**src/design/plti_pkg.sv**
```systemverilog
// ----------------------------------------------------------------------------
// plti_pkg - shared types and constants of the table interpolator
// Table size, field widths, the search token that walks the cell row,
// the divider request and the state encodings.
// ----------------------------------------------------------------------------
`default_nettype none

package plti_pkg;

    // Table geometry and field widths
    localparam int TABLE_POINTS = 16;
    localparam int VAL_W        = 16;
    localparam int IDX_W        = 4;
    localparam int IN_DATA_W    = 56;
    localparam int DIV_CNT_W    = 3;
    localparam int DIV_STEPS    = 2;

    // Item kinds carried in tuser
    localparam logic OP_LOAD    = 1'b0;
    localparam logic OP_CONVERT = 1'b1;

    // Search token handed from cell to cell
    typedef struct packed {
        logic             valid;
        logic             has_prev;
        logic             found;
        logic             exact;
        logic [VAL_W-1:0] sample;
        logic [VAL_W-1:0] prev_v;
        logic [VAL_W-1:0] prev_a;
        logic [VAL_W-1:0] first_v;
        logic [VAL_W-1:0] first_a;
        logic [VAL_W-1:0] seg_v0;
        logic [VAL_W-1:0] seg_v1;
        logic [VAL_W-1:0] seg_a0;
        logic [VAL_W-1:0] seg_a1;
    } plti_token_t;

    // Segment handed to the divider
    typedef struct packed {
        logic [VAL_W-1:0] v0;
        logic [VAL_W-1:0] v1;
        logic [VAL_W-1:0] a0;
        logic [VAL_W-1:0] a1;
        logic [VAL_W-1:0] sample;
    } plti_div_req_t;

    typedef enum logic [1:0] {
        ST_IDLE,
        ST_WALK,
        ST_DIV,
        ST_OUT
    } plti_state_t;

    typedef enum logic [1:0] {
        DV_IDLE,
        DV_MUL,
        DV_RUN,
        DV_DONE
    } plti_div_state_t;

endpackage

`default_nettype wire

```
**src/design/plti_cell.sv**
```systemverilog
// ----------------------------------------------------------------------------
// plti_cell - one table point of the interpolator row
// Holds one (voltage, air mass) point and tests the segment that ends at
// this point against the token passing through, one cell per cycle.
// ----------------------------------------------------------------------------
`default_nettype none

module plti_cell
    import plti_pkg::*;
(
    input  wire logic              clk,
    input  wire logic              rst_n,
    input  wire logic              wr_en,
    input  wire logic [VAL_W-1:0]  wr_voltage,
    input  wire logic [VAL_W-1:0]  wr_airmass,
    input  wire plti_token_t       tok_in,
    output plti_token_t            tok_out
);

    logic [VAL_W-1:0] volt_reg;
    logic [VAL_W-1:0] air_reg;
    logic             tok_valid_reg;
    plti_token_t      tok_reg;
    plti_token_t      tok_next;

    // Store the point on a load beat
    always_ff @(posedge clk)
    begin
        if (wr_en)
        begin
            volt_reg <= wr_voltage;
            air_reg  <= wr_airmass;
        end
    end

    // Test the segment from the previous point to this one
    always_comb
    begin
        tok_next = tok_in;
        if (tok_in.has_prev)
        begin
            if (!tok_in.found)
            begin
                if (tok_in.prev_v == tok_in.sample)
                begin
                    tok_next.found  = 1'b1;
                    tok_next.exact  = 1'b1;
                    tok_next.seg_a0 = tok_in.prev_a;
                end
                else if (tok_in.prev_v <= tok_in.sample && tok_in.sample <= volt_reg)
                begin
                    tok_next.found  = 1'b1;
                    tok_next.seg_v0 = tok_in.prev_v;
                    tok_next.seg_v1 = volt_reg;
                    tok_next.seg_a0 = tok_in.prev_a;
                    tok_next.seg_a1 = air_reg;
                end
            end
        end
        else
        begin
            // first point of the table
            tok_next.has_prev = 1'b1;
            tok_next.first_v  = volt_reg;
            tok_next.first_a  = air_reg;
        end
        tok_next.prev_v = volt_reg;
        tok_next.prev_a = air_reg;
    end

    // Advance the token valid bit
    always_ff @(posedge clk or negedge rst_n)
    begin
        if (!rst_n)
        begin
            tok_valid_reg <= 1'b0;
        end
        else
        begin
            tok_valid_reg <= tok_next.valid;
        end
    end

    // Advance the token payload
    always_ff @(posedge clk)
    begin
        tok_reg <= tok_next;
    end

    // Merge the valid bit back into the token
    always_comb
    begin
        tok_out       = tok_reg;
        tok_out.valid = tok_valid_reg;
    end

endmodule

`default_nettype wire

```
**src/design/plti_div.sv**
```systemverilog
// ----------------------------------------------------------------------------
// plti_div - segment interpolation unit
// Forms |da| * ds in one registered multiply, then divides by the segment
// width two quotient bits per cycle and applies the floor for falling
// segments.
// ----------------------------------------------------------------------------
`default_nettype none

module plti_div
    import plti_pkg::*;
(
    input  wire logic              clk,
    input  wire logic              rst_n,
    input  wire logic              start,
    input  wire plti_div_req_t     req,
    output logic                   done,
    output logic [VAL_W-1:0]       result
);

    plti_div_state_t        state_reg;
    plti_div_state_t        state_next;
    logic [DIV_CNT_W-1:0]   cnt_reg;
    logic [DIV_CNT_W-1:0]   cnt_next;

    logic                   neg_reg;
    logic                   neg_next;
    logic [VAL_W-1:0]       mag_da_reg;
    logic [VAL_W-1:0]       mag_da_next;
    logic [VAL_W-1:0]       mag_ds_reg;
    logic [VAL_W-1:0]       mag_ds_next;
    logic [VAL_W-1:0]       den_reg;
    logic [VAL_W-1:0]       den_next;
    logic [VAL_W-1:0]       base_reg;
    logic [VAL_W-1:0]       base_next;
    logic [VAL_W:0]         rem_reg;
    logic [VAL_W:0]         rem_next;
    logic [VAL_W-1:0]       quo_reg;
    logic [VAL_W-1:0]       quo_next;

    logic [2*VAL_W-1:0]     product;
    logic [VAL_W:0]         rem_step;
    logic [VAL_W-1:0]       quo_step;
    logic [VAL_W:0]         sum_up;
    logic [VAL_W:0]         sum_down;

    assign product = mag_da_reg * mag_ds_reg;

    // Restoring divide, two quotient bits per cycle
    always_comb
    begin
        rem_step = rem_reg;
        quo_step = quo_reg;
        for (int i = 0; i < DIV_STEPS; i++)
        begin
            rem_step = {rem_step[VAL_W-1:0], quo_step[VAL_W-1]};
            if (rem_step >= {1'b0, den_reg})
            begin
                rem_step = rem_step - {1'b0, den_reg};
                quo_step = {quo_step[VAL_W-2:0], 1'b1};
            end
            else
            begin
                quo_step = {quo_step[VAL_W-2:0], 1'b0};
            end
        end
    end

    // Rising segment adds the quotient, falling one subtracts its ceiling
    assign sum_up   = {1'b0, base_reg} + {1'b0, quo_reg};
    assign sum_down = {1'b0, base_reg} - {1'b0, quo_reg}
                      - {{VAL_W{1'b0}}, (rem_reg != '0)};

    // Sequence the multiply and divide
    always_comb
    begin
        state_next  = state_reg;
        cnt_next    = cnt_reg;
        neg_next    = neg_reg;
        mag_da_next = mag_da_reg;
        mag_ds_next = mag_ds_reg;
        den_next    = den_reg;
        base_next   = base_reg;
        rem_next    = rem_reg;
        quo_next    = quo_reg;
        done        = 1'b0;
        result      = neg_reg ? sum_down[VAL_W-1:0] : sum_up[VAL_W-1:0];
        case (state_reg)
            DV_IDLE:
            begin
                if (start)
                begin
                    neg_next    = (req.a1 < req.a0);
                    mag_da_next = (req.a1 < req.a0) ? (req.a0 - req.a1) : (req.a1 - req.a0);
                    mag_ds_next = req.sample - req.v0;
                    den_next    = req.v1 - req.v0;
                    base_next   = req.a0;
                    state_next  = DV_MUL;
                end
            end
            DV_MUL:
            begin
                // high half is below the divisor since the quotient fits 16 bits
                rem_next   = {1'b0, product[2*VAL_W-1:VAL_W]};
                quo_next   = product[VAL_W-1:0];
                cnt_next   = '0;
                state_next = DV_RUN;
            end
            DV_RUN:
            begin
                rem_next = rem_step;
                quo_next = quo_step;
                cnt_next = cnt_reg + 1'b1;
                if (cnt_reg == '1)
                begin
                    state_next = DV_DONE;
                end
            end
            DV_DONE:
            begin
                done       = 1'b1;
                state_next = DV_IDLE;
            end
            default:
            begin
                state_next = DV_IDLE;
            end
        endcase
    end

    // Hold the control state
    always_ff @(posedge clk or negedge rst_n)
    begin
        if (!rst_n)
        begin
            state_reg <= DV_IDLE;
            cnt_reg   <= '0;
        end
        else
        begin
            state_reg <= state_next;
            cnt_reg   <= cnt_next;
        end
    end

    // Hold the operands
    always_ff @(posedge clk)
    begin
        neg_reg    <= neg_next;
        mag_da_reg <= mag_da_next;
        mag_ds_reg <= mag_ds_next;
        den_reg    <= den_next;
        base_reg   <= base_next;
        rem_reg    <= rem_next;
        quo_reg    <= quo_next;
    end

endmodule

`default_nettype wire

```
**src/design/piecewise_linear_table_interpolator_core.sv**
```systemverilog
// ----------------------------------------------------------------------------
// piecewise_linear_table_interpolator_core - calibration table interpolator
// Loads (voltage, air mass) points into a row of cells and converts sample
// voltages to air mass by clamping or floor-exact linear interpolation.
// ----------------------------------------------------------------------------
//  channel | direction | signals                  | contents
//  s_*     | in        | tvalid tready tdata tuser| load point or sample to convert
//  m_*     | out       | tvalid tready tdata      | air mass, one per convert beat
//
//  A load beat writes its cell; the block is free again at once.
//  A convert beat walks the 16-cell row one cell per cycle; a clamped,
//  exact or unbracketed answer then goes straight to the output step,
//  while an interpolated segment first passes through start, multiply,
//  radix-4 divide and finish before the output step.
//  One item is in work at a time; s_tready drops until it reaches the output
//  register, longer while m_tready holds off a waiting result.
//  Reset clears all control state; table contents stay unknown.
// ----------------------------------------------------------------------------
`default_nettype none

module piecewise_linear_table_interpolator_core
    import plti_pkg::*;
(
    input  wire logic                  clk,
    input  wire logic                  rst_n,
    input  wire logic                  s_tvalid,
    output logic                       s_tready,
    // point_index[3:0], point_voltage[19:4], point_airmass[35:20],
    // sample_voltage[51:36], zero fill [55:52]
    input  wire logic [IN_DATA_W-1:0]  s_tdata,
    // op[0]
    input  wire logic                  s_tuser,
    output logic                       m_tvalid,
    input  wire logic                  m_tready,
    // air_mass[15:0]
    output logic [VAL_W-1:0]           m_tdata
);

    plti_state_t       state_reg;
    plti_state_t       state_next;
    logic [VAL_W-1:0]  res_reg;
    logic [VAL_W-1:0]  res_next;
    logic              m_valid_reg;
    logic              m_valid_next;
    logic [VAL_W-1:0]  m_data_reg;
    logic [VAL_W-1:0]  m_data_next;

    logic              in_beat;
    logic [IDX_W-1:0]  in_index;
    logic [VAL_W-1:0]  in_voltage;
    logic [VAL_W-1:0]  in_airmass;
    logic [VAL_W-1:0]  in_sample;

    plti_token_t       tok_launch;
    plti_token_t       tok_chain [TABLE_POINTS+1];
    plti_token_t       tok_last;
    plti_div_req_t     div_req;
    logic              div_start;
    logic              div_done;
    logic [VAL_W-1:0]  div_result;

    // Unpack the input beat
    assign in_beat    = s_tvalid && s_tready;
    assign in_index   = s_tdata[IDX_W-1:0];
    assign in_voltage = s_tdata[IDX_W+VAL_W-1:IDX_W];
    assign in_airmass = s_tdata[IDX_W+2*VAL_W-1:IDX_W+VAL_W];
    assign in_sample  = s_tdata[IDX_W+3*VAL_W-1:IDX_W+2*VAL_W];

    // Launch a search token into the first cell
    always_comb
    begin
        tok_launch        = '0;
        tok_launch.valid  = in_beat && (s_tuser == OP_CONVERT);
        tok_launch.sample = in_sample;
    end

    assign tok_chain[0] = tok_launch;

    // Row of table cells
    for (genvar k = 0; k < TABLE_POINTS; k++)
    begin : g_cell
        plti_cell u_cell (
            .clk        (clk),
            .rst_n      (rst_n),
            .wr_en      (in_beat && (s_tuser == OP_LOAD) && (int'(in_index) == k)),
            .wr_voltage (in_voltage),
            .wr_airmass (in_airmass),
            .tok_in     (tok_chain[k]),
            .tok_out    (tok_chain[k+1])
        );
    end

    assign tok_last = tok_chain[TABLE_POINTS];

    assign div_req.v0     = tok_last.seg_v0;
    assign div_req.v1     = tok_last.seg_v1;
    assign div_req.a0     = tok_last.seg_a0;
    assign div_req.a1     = tok_last.seg_a1;
    assign div_req.sample = tok_last.sample;

    plti_div u_div (
        .clk    (clk),
        .rst_n  (rst_n),
        .start  (div_start),
        .req    (div_req),
        .done   (div_done),
        .result (div_result)
    );

    // Sequence one item and drive the output register
    always_comb
    begin
        state_next   = state_reg;
        res_next     = res_reg;
        m_valid_next = m_valid_reg && !m_tready;
        m_data_next  = m_data_reg;
        div_start    = 1'b0;
        s_tready     = 1'b0;
        case (state_reg)
            ST_IDLE:
            begin
                s_tready = 1'b1;
                if (s_tvalid && s_tuser == OP_CONVERT)
                begin
                    state_next = ST_WALK;
                end
            end
            ST_WALK:
            begin
                if (tok_last.valid)
                begin
                    // last point sits in prev_* after the row
                    if (tok_last.sample >= tok_last.prev_v)
                    begin
                        res_next   = tok_last.prev_a;
                        state_next = ST_OUT;
                    end
                    else if (tok_last.sample <= tok_last.first_v)
                    begin
                        res_next   = tok_last.first_a;
                        state_next = ST_OUT;
                    end
                    else if (!tok_last.found)
                    begin
                        res_next   = '0;
                        state_next = ST_OUT;
                    end
                    else if (tok_last.exact)
                    begin
                        res_next   = tok_last.seg_a0;
                        state_next = ST_OUT;
                    end
                    else
                    begin
                        div_start  = 1'b1;
                        state_next = ST_DIV;
                    end
                end
            end
            ST_DIV:
            begin
                if (div_done)
                begin
                    res_next   = div_result;
                    state_next = ST_OUT;
                end
            end
            ST_OUT:
            begin
                if (!m_valid_reg || m_tready)
                begin
                    m_valid_next = 1'b1;
                    m_data_next  = res_reg;
                    state_next   = ST_IDLE;
                end
            end
            default:
            begin
                state_next = ST_IDLE;
            end
        endcase
    end

    // Hold control state
    always_ff @(posedge clk or negedge rst_n)
    begin
        if (!rst_n)
        begin
            state_reg   <= ST_IDLE;
            m_valid_reg <= 1'b0;
        end
        else
        begin
            state_reg   <= state_next;
            m_valid_reg <= m_valid_next;
        end
    end

    // Hold result payload
    always_ff @(posedge clk)
    begin
        res_reg    <= res_next;
        m_data_reg <= m_data_next;
    end

    assign m_tvalid = m_valid_reg;
    assign m_tdata  = m_data_reg;

endmodule

`default_nettype wire

```
**config.mk**
```make
export PLATFORM = sky130hd
export DESIGN_NAME = piecewise_linear_table_interpolator_core
export DESIGN_NICKNAME = d
export VERILOG_FILES = /design/src/design/plti_pkg.sv /design/src/design/plti_cell.sv /design/src/design/plti_div.sv /design/src/design/piecewise_linear_table_interpolator_core.sv
export SDC_FILE = /design/constraint.sdc
export NUM_CORES = 2
export LEC_CHECK = 0
export ABC_AREA = 1
export BUFFER_PORTS_ARGS = -buffer_cell sky130_fd_sc_hd__buf_2
export CORE_ASPECT_RATIO = 1.5
export CORE_MARGIN = 4
export CORE_UTILIZATION = 45
export CTS_BUF_LIST = sky130_fd_sc_hd__clkbuf_8
export CTS_CLUSTER_SIZE = 28
export DETAILED_ROUTE_END_ITERATION = 8
export PLACE_DENSITY_LB_ADDON = 0.15
export SLEW_MARGIN = 15
export SYNTH_ARGS = -nofsm -noshare
export SYNTH_HDL_FRONTEND = slang
export SYNTH_SLANG_ARGS = --single-unit
```
**constraint.sdc**
```tcl
create_clock -name clk -period 6.7 [get_ports clk]
set_clock_uncertainty 0.2 [all_clocks]
set_input_delay 1.34 -clock clk [delete_from_list [all_inputs] [get_ports clk]]
set_output_delay 1.34 -clock clk [all_outputs]
set_load 0.1 [all_outputs]
```
==> results.py <==
metrics = {
    "outcome": {
        "status": "finished, final reports clean",
    },
    "clocking": {
        "cts_tree": "yes",
        "cts_setup_buffers": 0,
        "htree_levels": 5,
        "clk_latency_ns": 1.00,
        "holdBufCountCts": 0,
        "cts_sinks": 2904,
        "cts-root-buf": "clkbuf_8",
        "path_clk_slew_ns": 0.07,
        "cts_buffer_depth": 4,
        "numCtsBuffers": 419,
        "post_cts_resized": 0,
    },
    "timing": {
        "worst_pin_slew_ns": 1.25,
        "hold_viol_final": 0,
        "rsz0062_at_grt": "no",
        "setup-tns-final_ns": 0,
        "fmax_mhz": 157,
        "period_minus_slack_ns": 6.37,
        "min_period_over_period_pct": 95.0,
        "slew_headroom_pct": 16.9,
        "setup_viol": 0,
        "drv_slew": 0,
    },
    "logic_synthesis": {
        "ys_seq_area_share_pct": 60.1,
        "synth-seq-cells": 2904,
        "synth_xor_area_share_pct": 0.529,
        "synth_fp_nets": 11662,
        "avgSynthCellArea_um2": 10.1,
        "async_flop_share_pct": 0.826,
        "synthSimpleGateAreaFrac_pct": 14.9,
        "netlist-cell-type-count": 56,
        "synthAdderAreaFrac_pct": 12.6,
        "synth_top_family_by_area": "simple AND/OR/NAND/NOR gates",
        "synthCells": 10636,
        "synth-edff-count": 642,
        "ys_warn_count": 0,
        "muxShareOfSynthArea_pct": 0.0372,
        "netlist_area_um2": 108000,
        "yosys_most_used_dff": "dfxtp_1",
        "synth_compound_area_share_pct": 5.71,
    },
    "floorplan": {
        "fp.coreArea_um2": 238000,
        "start_util_pct": 45.3,
        "fp.dieH_um": 607,
        "fp-row-count": 219,
        "dieArea_um2": 247000,
        "die_width_um": 407,
        "io_pins": 79,
    },
    "global_route": {
        "overflow": 0,
        "grt_max_degree": 65,
        "grt_pass1_vias": 72885,
        "antenna_found_initial": 6,
        "grt_util_all_layers_pct": 20.3,
        "grt_pass1_wl_um": 394000,
    },
    "critical_path": {
        "path_max_fanout": 9,
        "required_ns": 7.21,
        "worstPathArrival_ns": 6.88,
        "cp-start-kind": "flop",
        "cp-end-kind": "flop",
        "worstSetupPathType": "reg2reg",
    },
    "route": {
        "vias_per_cell": 4.77,
        "dr.pass1.iters": 7,
        "routed_wl_um": 253000,
        "drc": 0,
        "routedWlPerCell_um": 17.6,
        "drt_iter0_markers": 3136,
        "vias": 68503,
        "postRouteAntennaNets": 0,
    },
    "pwr": {
        "p_leak_nw": 57.1,
        "seqPwrFrac_pct": 48.1,
        "swShare_pct": 29.7,
        "p_clk_share_pct": 33.6,
        "irDropWorstVdd_v": 0.000244,
        "cellPowerDensity_nw_per_um2": 349,
        "intPower_mw": 29.4,
        "combPwrFrac_pct": 18.3,
        "p_sw_mw": 12.5,
    },
    "place": {
        "numPortBuffers": 74,
        "dpl_cell_area_um2": 111000,
        "place_hpwl_um": 199000,
        "place.gp.congestion": 0.903,
    },
    "final_layout": {
        "nets": 11930,
        "area_growth_pct": 11.6,
        "fill_cells": 21696,
        "final_area_um2": 120000,
        "layout-drive-gt1-share_pct": 7.63,
        "final_common_cell": "nand2_1",
        "final_cell_mix": "2,574 x nand2_1, 2,238 x dfxtp_1, 1,497 x inv_1",
        "fin_util_pct": 50.6,
        "largest_reg_flops": 2238,
    },
    "job": {
        "cap_violations": 0,
    },
    "hold_path": {
        "min_path_type": "in2async",
    },
}
==> area by class of cell <==
cell class / count / area (um^2) / area share (%)
Timing Repair Buffer: 157 / 993 / 0.827
Multi-Input combinational cell: 6051 / 36700 / 30.5
Inverter: 1371 / 5150 / 4.28
Clock buffer: 518 / 7130 / 5.94
Clock inverter: 262 / 1590 / 1.32
Tap cell: 3094 / 3870 / 3.22
Sequential cell: 2904 / 64700 / 53.9
Antenna cell: 5 / 12.5 / 0.0104
==> layer usage <==
layer	vias to the layer above	global-route usage [%]	part of all wire (%)
li1	34956	-	-
met1	31680	19.0	35
met2	1229	41.5	56
met3	636	2.70	3.0
met4	2	11.6	6.0
met5	-	0	0.0028
==> final timing paths <==
path	startpoint	to	slack [ns]	cells after the start
worst max-delay path	u_div.mag_da_reg[7]	u_div.rem_reg[12]	0.33	19
worst min-delay path	rst_n	state_reg[0]	0.11	1
worst max register to register	u_div.mag_da_reg[7]	u_div.rem_reg[12]	0.33	19
worst min register to register	g_cell[3].u_cell.tok_out[83]	g_cell[4].u_cell.tok_out[83]	0.11	0
max in group asynchronous	rst_n	u_div.cnt_reg[1]	5.81	1
min in group clk	g_cell[3].u_cell.tok_out[83]	g_cell[4].u_cell.tok_out[83]	0.11	0
==> logic make-up (layout without fill, tap and decap cells) <==
| kind of cell | count (synthesis) | in the layout |
|---|---|---|
| compound gates | 1147 | 1147 |
| mux | 4 | 4 |
| buf+inv | 1681 | 2308 |
| fa+ha+maj | 965 | 965 |
| flops | 2904 | 2904 |
| xor+xnor | 65 | 65 |
| other cells | 0 | 5 |
| simple gates | 3870 | 3870 |
==> cell usage after synthesis (13+ instances only) <==
cell type  instances  share of area (%)
o21ai_0          551                2.6
buf_4             13              0.091
nand4_1           73               0.42
a21o_1            13              0.091
xor2_1            47               0.38
o21a_1            13              0.091
ha_1             762                8.9
o21bai_1          37               0.26
xnor2_1           18               0.15
o211ai_1          22               0.15
inv_2             14              0.049
edfxtp_1         642                 18
clkbuf_1         209               0.73
a21boi_0          33               0.23
nand2_1         2586                9.0
clkinv_1          17              0.059
nor3_1            33               0.15
dfxtp_1         2238                 42
nand3_1          846                3.9
inv_1           1340                4.7
a21oi_1          437                2.0
fa_1             203                3.8
dfrtp_1           24               0.56
a31oi_1           22               0.13
nor2_1           273               0.95
buf_2             84               0.39
==> power groups by stage <==
stage	Sequential (mW)	Combinational (mW)	Clock [mW]
after floorplan	20.5	5.18	0
after global placement	20.5	7.58	0
after detailed placement	20.6	7.65	0
after CTS	20.2	7.69	14.5
after global routing	20.3	8.62	15.3
final	20.2	7.66	14.1
==> critical path: stages, from the launching register on <==
cell,delay (ns)
edfxtp_1,0.58
buf_4,0.26
nand2_1,0.09
fa_1,0.53
inv_1,0.05
fa_1,0.50
fa_1,0.60
fa_1,0.43
fa_1,0.49
inv_1,0.05
fa_1,0.48
inv_1,0.05
ha_1,0.34
a21o_1,0.23
a21oi_1,0.20
nor2_1,0.08
o21ai_0,0.51
nand4_1,0.17
nand3_1,0.16
nand3_1,0.09
==> metrics by stage <==
step | power (mW) | hold slack (ns) | setup WS [ns] | instances
finish | 41.9 | 0.111 | 0.332 | 14362
detailed placement | 28.2 | 0.112 | 0.353 | 13577
floorplan | 25.7 | 0.110 | 0.948 | 10636
global placement | 28.1 | 0.113 | 0.378 | 13577
global route | 44.2 | 0.0884 | 0.0880 | 14359
CTS | 42.4 | 0.00876 | 0.325 | 14357
(Power assumes the default switching activity.)
